[config.mk]
export PLATFORM = sky130hd
export DESIGN_NAME = sfla_ctrl
export DESIGN_NICKNAME = d
export VERILOG_FILES = /design/src/sv/segregated_free_list_allocator_top_assert.svh /design/src/sv/sfla_pkg.sv /design/src/sv/sfla_ctrl.sv
export SDC_FILE = /design/constraint.sdc
export NUM_CORES = 1
export LEC_CHECK = 0
export BUFFER_PORTS_ARGS = -buffer_cell sky130_fd_sc_hd__buf_2
export CAP_MARGIN = 15
export CORE_AREA = 3 3 40 42
export CTS_BUF_LIST = sky130_fd_sc_hd__clkbuf_8
export CTS_CLUSTER_SIZE = 12
export DETAILED_ROUTE_END_ITERATION = 8
export DIE_AREA = 0 0 43 45
export HOLD_SLACK_MARGIN = 0.06
export PLACE_DENSITY_LB_ADDON = 0.3
export SLEW_MARGIN = 10
export SYNTH_ARGS = -nofsm -noshare
export SYNTH_HDL_FRONTEND = slang
export SYNTH_SLANG_ARGS = --single-unit
export TNS_END_PERCENT = 1
[constraint.sdc]
create_clock -name clk -period 2.2 [get_ports clk]
set_input_delay 0.33 -clock clk [delete_from_list [all_inputs] [get_ports clk]]
set_output_delay 0.33 -clock clk [all_outputs]
set_load 0.05 [all_outputs]
[src/sv/segregated_free_list_allocator_top_assert.svh]
// ----------------------------------------------------------------------------
// Segregated free-list allocator - assertion macros
// Shared concurrent check wrappers, clocked on clk, disabled in reset.
// ----------------------------------------------------------------------------
`ifndef SEGREGATED_FREE_LIST_ALLOCATOR_TOP_ASSERT_SVH
`define SEGREGATED_FREE_LIST_ALLOCATOR_TOP_ASSERT_SVH

// same-cycle implication
`define SFLA_ASSERT_HOLD(name, ante, cons) \
    name: assert property (@(posedge clk) disable iff (!rst_n) (ante) |-> (cons)) \
        else $error("sfla: same-cycle check failed");

// next-cycle implication
`define SFLA_ASSERT_NEXT(name, ante, cons) \
    name: assert property (@(posedge clk) disable iff (!rst_n) (ante) |=> (cons)) \
        else $error("sfla: next-cycle check failed");

`endif

[src/sv/sfla_pkg.sv]
// ----------------------------------------------------------------------------
// Segregated free-list allocator - package
// Widths, size-class function, controller states, command and status types.
// ----------------------------------------------------------------------------
package sfla_pkg;

    localparam int HEAP_WORDS  = 65536;
    localparam int ADDR_W      = 16;
    localparam int SIZE_W      = 17;
    localparam int WORDS_W     = 18;
    localparam int BYTES_W     = 20;
    localparam int SMALL_LIMIT = 64;
    localparam int SMALL_DEPTH = SMALL_LIMIT + 1;
    localparam int SMALL_AW    = $clog2(SMALL_DEPTH);
    localparam int BIG_CLASSES = 256;
    localparam int CLASS_W     = $clog2(BIG_CLASSES);
    localparam int MAX_SCAN    = 16;
    localparam int SCAN_W      = 5;
    localparam int COUNT_W     = 16;
    localparam int META_W      = SIZE_W + 1 + ADDR_W;
    localparam int FROM_W      = CLASS_W + 1;

    typedef enum logic [4:0] {
        ST_IDLE, ST_SETUP, ST_SMALL_RD, ST_SMALL_META, ST_SMALL_WB, ST_FIND,
        ST_POP_RD, ST_POP_META, ST_POP_WB, ST_SCAN_HEAD, ST_SCAN_LATCH,
        ST_SCAN_TEST, ST_SCAN_EVAL, ST_SPLIT, ST_PUSH_RD, ST_PUSH_WR,
        ST_BUMP, ST_DONE
    } state_t;

    typedef enum logic [4:0] {
        OP_IDLE, OP_LATCH, OP_ALLOC_SETUP, OP_FREE_SETUP, OP_SMALL_RD,
        OP_SMALL_META, OP_SMALL_WB, OP_FIND, OP_POP_RD, OP_POP_META, OP_POP_WB,
        OP_SCAN_HEAD, OP_SCAN_LATCH, OP_SCAN_TEST, OP_SCAN_EVAL, OP_SPLIT,
        OP_PUSH_RD, OP_PUSH_WR, OP_BUMP, OP_DONE
    } op_t;

    typedef struct packed {
        op_t op;
    } cmd_t;

    typedef struct packed {
        logic is_free;
        logic free_ok;
        logic is_small;
        logic small_hit;
        logic scan_go;
        logic fit;
        logic ff_found;
        logic ff_end;
        logic split_go;
        logic bump_ok;
    } status_t;

    // top bit k gives class 8k plus the three bits below it
    function automatic logic [CLASS_W-1:0] class_of(input logic [WORDS_W-1:0] words);
        logic [4:0]         k;
        logic [WORDS_W-1:0] sh;
        logic [8:0]         c;
        k = '0;
        for (int i = 0; i < WORDS_W; i++)
        begin
            if (words[i])
            begin
                k = 5'(i);
            end
        end
        sh = words >> (k - 5'd3);
        c  = {1'b0, k, 3'b000} | {6'b0, sh[2:0]};
        if (c >= 9'(BIG_CLASSES))
        begin
            c = 9'(BIG_CLASSES - 1);
        end
        return c[CLASS_W-1:0];
    endfunction

endpackage

[src/sv/sfla_ctrl.sv]
// ----------------------------------------------------------------------------
// Segregated free-list allocator - controller
// Sequences list pops, class scan, bitmap search, pushes and bump fallback.
// ----------------------------------------------------------------------------
module sfla_ctrl (
    input  logic              clk,
    input  logic              rst_n,
    input  logic              start,
    output logic              busy,
    input  sfla_pkg::status_t sts,
    output sfla_pkg::cmd_t    cmd
);

    sfla_pkg::state_t state_reg;
    sfla_pkg::state_t state_next;

    always_ff @(posedge clk or negedge rst_n)
    begin
        if (!rst_n)
        begin
            state_reg <= sfla_pkg::ST_IDLE;
        end
        else
        begin
            state_reg <= state_next;
        end
    end

    always_comb
    begin
        state_next = state_reg;
        cmd.op     = sfla_pkg::OP_IDLE;
        unique case (state_reg)
            sfla_pkg::ST_IDLE:
            begin
                if (start)
                begin
                    cmd.op     = sfla_pkg::OP_LATCH;
                    state_next = sfla_pkg::ST_SETUP;
                end
            end
            sfla_pkg::ST_SETUP:
            begin
                if (sts.is_free)
                begin
                    cmd.op     = sfla_pkg::OP_FREE_SETUP;
                    state_next = sts.free_ok ? sfla_pkg::ST_PUSH_RD : sfla_pkg::ST_DONE;
                end
                else
                begin
                    cmd.op = sfla_pkg::OP_ALLOC_SETUP;
                    if (!sts.is_small)
                    begin
                        state_next = sfla_pkg::ST_SCAN_HEAD;
                    end
                    else if (sts.small_hit)
                    begin
                        state_next = sfla_pkg::ST_SMALL_RD;
                    end
                    else
                    begin
                        state_next = sfla_pkg::ST_FIND;
                    end
                end
            end
            sfla_pkg::ST_SMALL_RD:
            begin
                cmd.op     = sfla_pkg::OP_SMALL_RD;
                state_next = sfla_pkg::ST_SMALL_META;
            end
            sfla_pkg::ST_SMALL_META:
            begin
                cmd.op     = sfla_pkg::OP_SMALL_META;
                state_next = sfla_pkg::ST_SMALL_WB;
            end
            sfla_pkg::ST_SMALL_WB:
            begin
                cmd.op     = sfla_pkg::OP_SMALL_WB;
                state_next = sfla_pkg::ST_DONE;
            end
            sfla_pkg::ST_FIND:
            begin
                cmd.op = sfla_pkg::OP_FIND;
                if (sts.ff_found)
                begin
                    state_next = sfla_pkg::ST_POP_RD;
                end
                else if (sts.ff_end)
                begin
                    state_next = sfla_pkg::ST_BUMP;
                end
            end
            sfla_pkg::ST_POP_RD:
            begin
                cmd.op     = sfla_pkg::OP_POP_RD;
                state_next = sfla_pkg::ST_POP_META;
            end
            sfla_pkg::ST_POP_META:
            begin
                cmd.op     = sfla_pkg::OP_POP_META;
                state_next = sfla_pkg::ST_POP_WB;
            end
            sfla_pkg::ST_POP_WB:
            begin
                cmd.op     = sfla_pkg::OP_POP_WB;
                state_next = sfla_pkg::ST_SPLIT;
            end
            sfla_pkg::ST_SCAN_HEAD:
            begin
                cmd.op     = sfla_pkg::OP_SCAN_HEAD;
                state_next = sfla_pkg::ST_SCAN_LATCH;
            end
            sfla_pkg::ST_SCAN_LATCH:
            begin
                cmd.op     = sfla_pkg::OP_SCAN_LATCH;
                state_next = sfla_pkg::ST_SCAN_TEST;
            end
            sfla_pkg::ST_SCAN_TEST:
            begin
                cmd.op     = sfla_pkg::OP_SCAN_TEST;
                state_next = sts.scan_go ? sfla_pkg::ST_SCAN_EVAL : sfla_pkg::ST_FIND;
            end
            sfla_pkg::ST_SCAN_EVAL:
            begin
                cmd.op     = sfla_pkg::OP_SCAN_EVAL;
                state_next = sts.fit ? sfla_pkg::ST_SPLIT : sfla_pkg::ST_SCAN_TEST;
            end
            sfla_pkg::ST_SPLIT:
            begin
                cmd.op     = sfla_pkg::OP_SPLIT;
                state_next = sts.split_go ? sfla_pkg::ST_PUSH_RD : sfla_pkg::ST_DONE;
            end
            sfla_pkg::ST_PUSH_RD:
            begin
                cmd.op     = sfla_pkg::OP_PUSH_RD;
                state_next = sfla_pkg::ST_PUSH_WR;
            end
            sfla_pkg::ST_PUSH_WR:
            begin
                cmd.op     = sfla_pkg::OP_PUSH_WR;
                state_next = sfla_pkg::ST_DONE;
            end
            sfla_pkg::ST_BUMP:
            begin
                cmd.op     = sfla_pkg::OP_BUMP;
                state_next = sfla_pkg::ST_DONE;
            end
            sfla_pkg::ST_DONE:
            begin
                cmd.op     = sfla_pkg::OP_DONE;
                state_next = sfla_pkg::ST_IDLE;
            end
            default:
            begin
                state_next = sfla_pkg::ST_IDLE;
            end
        endcase
    end

    assign busy = (state_reg != sfla_pkg::ST_IDLE);

endmodule

==> flow_metrics.tcl, run 1 <==
set metrics [dict create \
    row_count 13 \
    io_buffers 17 \
    grt_pass1_wl_um 2300 \
    path_clk_slew_ps 40 \
    clockBufferDepth 2 \
    finalSetupViolCount 0 \
    nets 110 \
    syn_avg_cell_area_um2 7.32 \
    hold_class "in -> reg" \
    instances_no_fill 111 \
    worst-path-max-fanout 6 \
    cp-start-kind "register" \
    grt_pass1_vias 559 \
    grt-ovfl-total 0 \
    drive_gt1_frac 0.260 \
    cts.repair.resized 0 \
    finalSetupTns_ps 0 \
    worstPathArrival_ps 1610 \
    drc 0 \
    clock.fmax_mhz 515 \
    power.total_mw 1.21 \
    drt-total-wl_um 1370 \
    placed_cells 106 \
    clock_latency_ps 220 \
    cts_buffers 3 \
    timing.final.hold_violations 0 \
    leakagePower_nw 0.333 \
    grt_max_degree 19 \
    slew_headroom 0.664 \
    synth_fp_nets 92 \
    routabilityCongestion 0.871 \
    maxSlewViolCount 0 \
    dieArea_um2 1940 \
    largest_register_ff_count 5 \
    cts_sinks 5 \
    die_width_um 43 \
    end_kind "output pin" \
    drt_iter0_drc 15 \
    ys_warn_count 0 \
    fin_crit_ps 1940 \
    hpwlAfterDp_um 1050 \
    antenna_cells 0 \
    core_area_um2 1280 \
    die_h_um 45 \
    ctsHtreeMaxLevel 1 \
    synth_area_um2 578 \
    path_class "reg -> out" \
    preCtsSetupSlack_ps 483 \
    worst_slew_pin_slew_ps 492 \
    rsz0062_at_grt "false" \
    yosysUniqueCellTypes 33 \
    drv_cap 0 \
    final.setup.worst_slack_ps 258 \
    fin_util 0.564 \
    post-route-period-util 0.883 \
    start_util 0.450 \
    cts_tree "done" \
    required_ps 1870 \
    grt_use_total 0.158 \
    routedWlPerCell_um 12.3 \
    first_pass_iters 4 \
    status "complete, no violations" \
    fin_skew_ps 3.52 \
    viasPerCell 5.74 \
    ir_drop_v 0.000694 \
    holdWs_ps 390 \
    postRouteAntennaNets 0 \
    fin_area_um2 724 \
    syn_inst 79 \
    io_pins 19 \
    ys_seq_area_frac 0.216 \
    ys_ff_latch 5 \
    placed_cell_area_um2 669 \
    antenna_found_initial 0 \
    syn_to_final_growth_pct 25.3 \
    cts_root_buf "clkbuf_8" \
    powerDensity_nw_per_um2 1670 \
    vias 637 \
]
==> timing repair <==
item                                   in CTS  in global routing
setup buffers                               0                  0
setup endpoints to repair                   0                  0
hold buffers                                1                  0
endpoints found under the hold margin       5                  0
==> where the power goes <==
part           total [mW]  leakage [nW]  switching (mW)  internal (mW)
combinational       0.829         0.242           0.542          0.287
sequential          0.218        0.0639          0.0862          0.132
clock               0.162        0.0269          0.0430          0.119
total                1.21         0.333           0.671          0.538
==> synth_stat cells (all sizes together) <==
cell,instances,area (µm²)
o211ai,2,15.0
o21ai,4,20.0
or2,1,6.26
a221oi,1,8.76
o32ai,1,16.3
nand2,5,18.8
nand4bb,1,11.3
nor4,2,12.5
nor2b,4,25.0
nand3,1,5.00
buf,3,15.0
nor2,8,30.0
dfrtp,5,125
a21oi,4,20.0
a22oi,1,7.51
or4,1,11.3
a22o,1,8.76
xnor2,1,8.76
nand2b,3,18.8
nor3,5,25.0
and3b,1,8.76
a32oi,2,17.5
mux2i,2,20.0
xor2,3,26.3
o221ai,2,17.5
inv,5,18.8
clkbuf,5,20.0
a2111oi,2,17.5
a211o,1,8.76
a31oi,1,6.26
a211oi,1,7.51
==> final timing paths <==
check / cells past startpoint / from / end / slack, ps
min: 3 / sts[4] / state_reg[2] / 390
max in group asynchronous: 2 / rst_n / state_reg[1] / 1610
max: 5 / state_reg[3] / cmd[0] / 260
min reg2reg: 3 / state_reg[3] / state_reg[3] / 800
min in group asynchronous: 2 / rst_n / state_reg[2] / 460
max reg2reg: 3 / state_reg[0] / state_reg[3] / 520
==> layout by cell type (no fill, tap or decap), types with 2 or more instances in the layout <==
cell       instances
a2111oi_0          2
a21oi_1            4
a32oi_1            2
buf_2             17
buf_4              3
clkbuf_8           3
dfrtp_1            5
inv_1              6
mux2i_1            2
nand2_1            5
nand2b_1           3
nor2_1             8
nor2b_1            4
nor3_1             5
nor4_1             2
o211ai_1           2
o21ai_0            2
o21ai_1            2
o221ai_1           2
xor2_1             3
==> critical path: stages (launching register included) <==
cell and delay [ps]:
dfrtp_1 360, or2_1 300, nor2_1 230, mux2i_1 220, o21ai_1 60, buf_2 210
==> layout make-up <==
class,instances,area (µm²)
fill,142,561
multi-input combinational,61,399
sequential,5,125
timing repair buffer,21,118
clock buffer,3,41.3
inverter,5,18.8
tap,15,18.8
clock inverter,1,3.75
==> per-layer routing <==
layer	track usage	vias up	share of wire
li1	-	324	-
met1	0.195	289	0.43
met2	0.260	22	0.48
met3	0.0518	2	0.067
met4	0.0542	0	0.015
met5	0	-	0
==> cell families after synthesis <==
logic type                after synthesis  share of synthesized area
DFF                                     5                      0.216
xor gates and xnor gates                4                     0.0606
muxes                                   2                     0.0346
buffers and inverters                  13                     0.0931
and+or+nand+nor                        32                      0.299
AOI/OAI and AO/OA                      23                      0.297
No activity file was read; power rests on OpenSTA's default activity.
==> run 2, diff against run 1 <==
Settings changed: ABC_AREA from default to 1.
Clock period 2.2 ns to 2.3 ns, I/O delays scaled along.
==> run 2 against run 1 <==
- sequential cell count unchanged
- sequential share of layout area down 0.98 points
- synthesized cell count up 38%
- largest power group unchanged
- worst hold slack worse by 6.6 ps
- via count up 20%
- global-route usage up 2.7 points
- core utilization up 3.4 points
- wire length up 21%
- clock skew down 0.52 ps
- power up 2.0%
- design area up 6.0%
- critical path depth up 3
==> flow_metrics.tcl, run 2 <==
set metrics [dict create \
    first_pass_iters 4 \
    timing.final.hold_violations 0 \
    antenna_found_initial 0 \
    reg2reg_depth 10 \
    dieArea_um2 1940 \
    worstPathArrival_ps 1700 \
    rsz0062_at_grt "false" \
    maxSlewViolCount 0 \
    vias 764 \
    power.clock.fraction 0.124 \
    slew_headroom 0.831 \
    largest_register_ff_count 5 \
    synthDominantCellAreaShare 0.205 \
    hold_depth 2 \
    finalSetupTns_ps 0 \
    finalSetupViolCount 0 \
    p_switching_mw 0.762 \
    die_h_um 45 \
    final_common_cell "nand2_1" \
    clock_latency_ps 220 \
    viasPerCell 5.23 \
    yosysMostFrequentCell "nand2_1" \
    die_width_um 43 \
    ys_ff_latch 5 \
    ir_drop_v 0.000620 \
    required_ps 1960 \
    yosys.area.top_type "dfrtp_1" \
    drc 0 \
    cts_sinks 5 \
    synth_area_leaders "dfrtp_1 (21%), nand2_1 (16%), nand3_1 (9.9%)" \
    worst_slew_pin_slew_ps 250 \
    drt-total-wl_um 1650 \
    io_pins 19 \
    drv_cap 0 \
    postRouteAntennaNets 0 \
    cts.repair.resized 0 \
    p_seq_frac 0.145 \
    grt_max_degree 8 \
    endpoint "cmd[2]" \
    ys_warn_count 0 \
    post-route-period-util 0.888 \
    synth_area_um2 609 \
    synth_fp_nets 122 \
    grt-ovfl-total 0 \
    powerDensity_nw_per_um2 1610 \
    most-common-layout-cells "nand2_1 (26), buf_2 (17), inv_1 (15), nor2_1 (15), nand3_1 (12)" \
    cp-startpoint "state_reg[1]" \
    holdWs_ps 384 \
    path_clk_slew_ps 30 \
    synthFlopType "dfrtp_1" \
    crit_path_max_incr_delay_ps 430 \
    syn_inst 109 \
    row_count 13 \
    path_cells "nor2_1 -> nand2_2 -> inv_1 -> nand2_2 -> nand2_1 -> nor2_1 -> o2111ai_1 -> buf_2" \
    grt_pass1_vias 676 \
    grt_use_total 0.185 \
    synth_top_cells_by_count "nand2_1 (26), nor2_1 (15), inv_1 (14)" \
    cts_buffers 3 \
    syn_to_final_growth_pct 26.1 \
    clockBufferDepth 2 \
    cts_tree "done" \
    routabilityCongestion 0.942 \
    drive_gt1_frac 0.282 \
    nets 145 \
    antenna_cells 0 \
    hold_class "in -> reg" \
    async_reset_ff_frac 1.00 \
    status "complete, no violations" \
    yosysUniqueCellTypes 18 \
    grt_pass1_wl_um 2720 \
    syn_avg_cell_area_um2 5.59 \
    start_util 0.474 \
    drt_iter0_drc 12 \
    cts_root_buf "clkbuf_8" \
    r2r_slack_ps 920 \
    ctsHtreeMaxLevel 1 \
    r2r_start "state_reg[1]" \
    swShare 0.617 \
    hpwlAfterDp_um 1400 \
    ys_seq_area_frac 0.205 \
    routedWlPerCell_um 11.3 \
    cts_setup_buffers 0 \
    critPathSlowestCell "dfrtp_1" \
    end_kind "output pin" \
    p_int_mw 0.473 \
    worst-path-max-fanout 6 \
    power_frac_comb 0.731 \
    cp-start-kind "register" \
    core_area_um2 1280 \
    fin_crit_ps 2040 \
    path_class "reg -> out" \
    clock.fmax_mhz 490 \
    fin_skew_ps 3.00 \
    leakagePower_nw 0.454 \
    timing.rr.end "state_reg[0]" \
    io_buffers 17 \
    synth_edf_count 0 \
]
-- run 2: changes by cell type after synthesis, sizes merged, moves of 4 or more --
cell | previous run | this run
clkbuf | 5 | 0
inv | 5 | 19
nand2 | 5 | 31
nand3 | 1 | 13
nor2 | 8 | 20
nor2b | 4 | 0
-- run 2: timing repair --
| action | 4_1_cts | 5_1_grt |
|---|---|---|
| endpoints found under the setup margin | 0 | 0 |
| hold endpoints to repair | 5 | 0 |
| hold buffers | 1 | 0 |
-- run 2: power by group through the flow --
stage	logic, mW	registers (mW)	clock network, mW
floorplan	0.713	0.168	0
global placement	0.890	0.179	0
detailed placement	0.895	0.179	0
CTS	0.899	0.178	0.158
global route	0.986	0.183	0.166
finish	0.903	0.179	0.153
-- run 2: final cells by class --
type / instances / area [µm²]
Clock buffer: 3 / 41.3
Clock inverter: 1 / 3.75
Fill cell: 139 / 517
Inverter: 19 / 71.3
Multi-Input combinational cell: 85 / 413
Sequential cell: 5 / 125
Tap cell: 15 / 18.8
Timing Repair Buffer: 18 / 95.1
-- run 2: per-stage QoR --
step / area, µm² / power (mW) / setup WS [ps] / util / instances
2_1_floorplan: 609 / 0.882 / 181 / - / 109
3_3_place_gp: 713 / 1.07 / 525 / 0.555 / 141
3_5_place_dp: 713 / 1.07 / 517 / 0.555 / 141
4_1_cts: 768 / 1.24 / 276 / 0.598 / 146
5_1_grt: 768 / 1.33 / 112 / 0.598 / 146
6_report: 768 / 1.23 / 257 / 0.598 / 146
-- run 2: worst min path at each step --
stage                 from            to  slack [ps]
finish              sts[4]  state_reg[1]         380
global route        sts[4]  state_reg[1]         400
floorplan            rst_n  state_reg[0]          50
global placement     rst_n  state_reg[1]         160
detailed placement   rst_n  state_reg[1]         160
CTS                 sts[4]  state_reg[1]         380
-- run 2: per-layer routing --
layer  part of all wire  global-route usage
met5                  0                   0
met4                  0              0.0301
met3              0.084              0.0677
met2               0.47               0.314
met1               0.44               0.229
-- run 2: logic make-up after synthesis --
group           after synthesis  share of synthesized area
compound gates               15                      0.142
buf+inv                      19                      0.117
flops                         5                      0.205
simple gates                 70                      0.536
-- run 2: critical path, delay by kind of cell, from the launching register on --
family | cells | cell delay [ps]
and+or+nand+nor | 5 | 550
DFF | 1 | 430
AOI/OAI and AO/OA | 1 | 60
buffers and inverters | 2 | 430
==> run 3, diff against run 2 <==
Settings changed: CORE_AREA 3 3 40 42 to 2 2 39 41, DIE_AREA 0 0 43 45 to 0 0 41 43.
Clock period 2.3 ns to 1.9 ns, I/O delays scaled along.
==> run 3 against run 2 <==
- non-clock buffer count increased by 1
- worst setup slack got worse by 200 ps
- die area down 8.9%
- core utilization decreased by 1.5 points
- global-route usage rose by 4.6 points
- sequential share of layout area shrank 0.47 points
- clock-buffer cell count unchanged
- clock skew decreased by 1.1 ps
- wire length up 3.5%
- clock power increased by 22%
- worst hold slack got worse by 53 ps
- largest cell class unchanged
- highest routed layer unchanged
==> flow_metrics.tcl, run 3 (same netlist as run 2, synthesis figures left out) <==
set metrics [dict create \
    grt-ovfl-total 0 \
    clockBufferDepth 2 \
    cts_root_buf "clkbuf_8" \
    viasPerCell 5.32 \
    ctsHtreeMaxLevel 1 \
    die_h_um 43 \
    die_width_um 41 \
    drv_cap 0 \
    slew_headroom 0.835 \
    core_area_um2 1380 \
    antenna_cells 0 \
    postRouteAntennaNets 0 \
    timing.final.hold_violations 0 \
    powerDensity_nw_per_um2 1990 \
    end_kind "output pin" \
    first_pass_iters 4 \
    worst-path-max-fanout 5 \
    cts_sinks 5 \
    worst_slew_pin_slew_ps 250 \
    start_util 0.440 \
    hpwlAfterDp_um 1410 \
    drt_iter0_drc 23 \
    finalSetupViolCount 0 \
    fin_util 0.583 \
    fin_skew_ps 1.90 \
    io_buffers 17 \
    antenna_found_initial 0 \
    routedWlPerCell_um 11.5 \
    worstPathArrival_ps 1560 \
    nets 146 \
    path_clk_slew_ps 30 \
    instances_no_fill 148 \
    grt_max_degree 8 \
    grt_use_total 0.231 \
    most-common-layout-cells "nand2_1 (26), inv_1 (13), buf_2 (13)" \
    fin_area_um2 807 \
    io_pins 19 \
    rsz0062_at_grt "true" \
    cts_tree "done" \
    clock_latency_ps 220 \
    ir_drop_v 0.000726 \
    largest_register_ff_count 5 \
    cp-start-kind "register" \
    power.total_mw 1.60 \
    clock.fmax_mhz 543 \
    hold_class "in -> reg" \
    drt-total-wl_um 1710 \
    syn_to_final_growth_pct 32.4 \
    placed_cell_area_um2 714 \
    drc 0 \
    cts_buffers 3 \
    maxSlewViolCount 0 \
    fin_crit_ps 1840 \
    routabilityCongestion 0.952 \
    required_ps 1620 \
    leakagePower_nw 0.460 \
    status "complete, no violations" \
    post-route-period-util 0.970 \
    placed_cells 142 \
    grt_pass1_vias 689 \
    dieArea_um2 1760 \
    path_class "reg -> out" \
    drive_gt1_frac 0.341 \
    vias 788 \
    grt_pass1_wl_um 2790 \
    r2r_slack_ps 530 \
    final_common_cell "nand2_1" \
    row_count 14 \
]
==> run 3: repair_timing <==
item,CTS,global route
endpoints found under the setup margin,4,4
gates resized for setup,6,7
buffers inserted,0,1
endpoints found under the hold margin,5,0
hold buffers,1,0
==> run 3: final timing paths <==
kind                              start      endpoint  cells past startpoint
hold reg to reg            state_reg[3]  state_reg[3]                      2
hold / removal                   sts[4]  state_reg[1]                      2
min in group asynchronous         rst_n  state_reg[3]                      2
setup / recovery           state_reg[3]        cmd[0]                      6
setup reg to reg           state_reg[3]  state_reg[0]                      8
max in group asynchronous         rst_n  state_reg[0]                      2
==> run 3: layer usage <==
layer	GRT usage	share of wire
met3	0.0785	0.076
met2	0.356	0.51
met4	0.0667	0
met5	0	0
met1	0.294	0.42
==> run 3: cell type report <==
type | instances | area (µm²)
Fill cell | 139 | 577
Multi-Input combinational cell | 85 | 430
Sequential cell | 5 | 128
Timing Repair Buffer | 19 | 113
Inverter | 19 | 71.3
Clock buffer | 3 | 41.3
Tap cell | 16 | 20.0
Clock inverter | 1 | 3.75
==> run 3: power breakdown <==
group | internal [mW] | switching [mW] | total [mW] | leakage (nW)
Combinational | 0.349 | 0.837 | 1.19 | 0.371
Sequential | 0.158 | 0.0741 | 0.232 | 0.0615
Clock | 0.138 | 0.0488 | 0.187 | 0.0269
==> run 3: through the flow <==
stage	hold slack [ps]	worst slack (ps)	setup TNS [ps]
6_report	330	57.4	0
5_1_grt	335	-27.4	-47.1
4_1_cts	330	29.1	0
3_5_place_dp	101	160	0
3_3_place_gp	97.9	185	0
2_1_floorplan	-10.6	3.23	0
==> run 3: critical path, stage by stage, from the launching register on <==
cell	delay [ps]
dfrtp_1	440
nor2_2	250
nand3_2	160
inv_2	100
nand2_1	60
o2111ai_1	90
buf_4	230
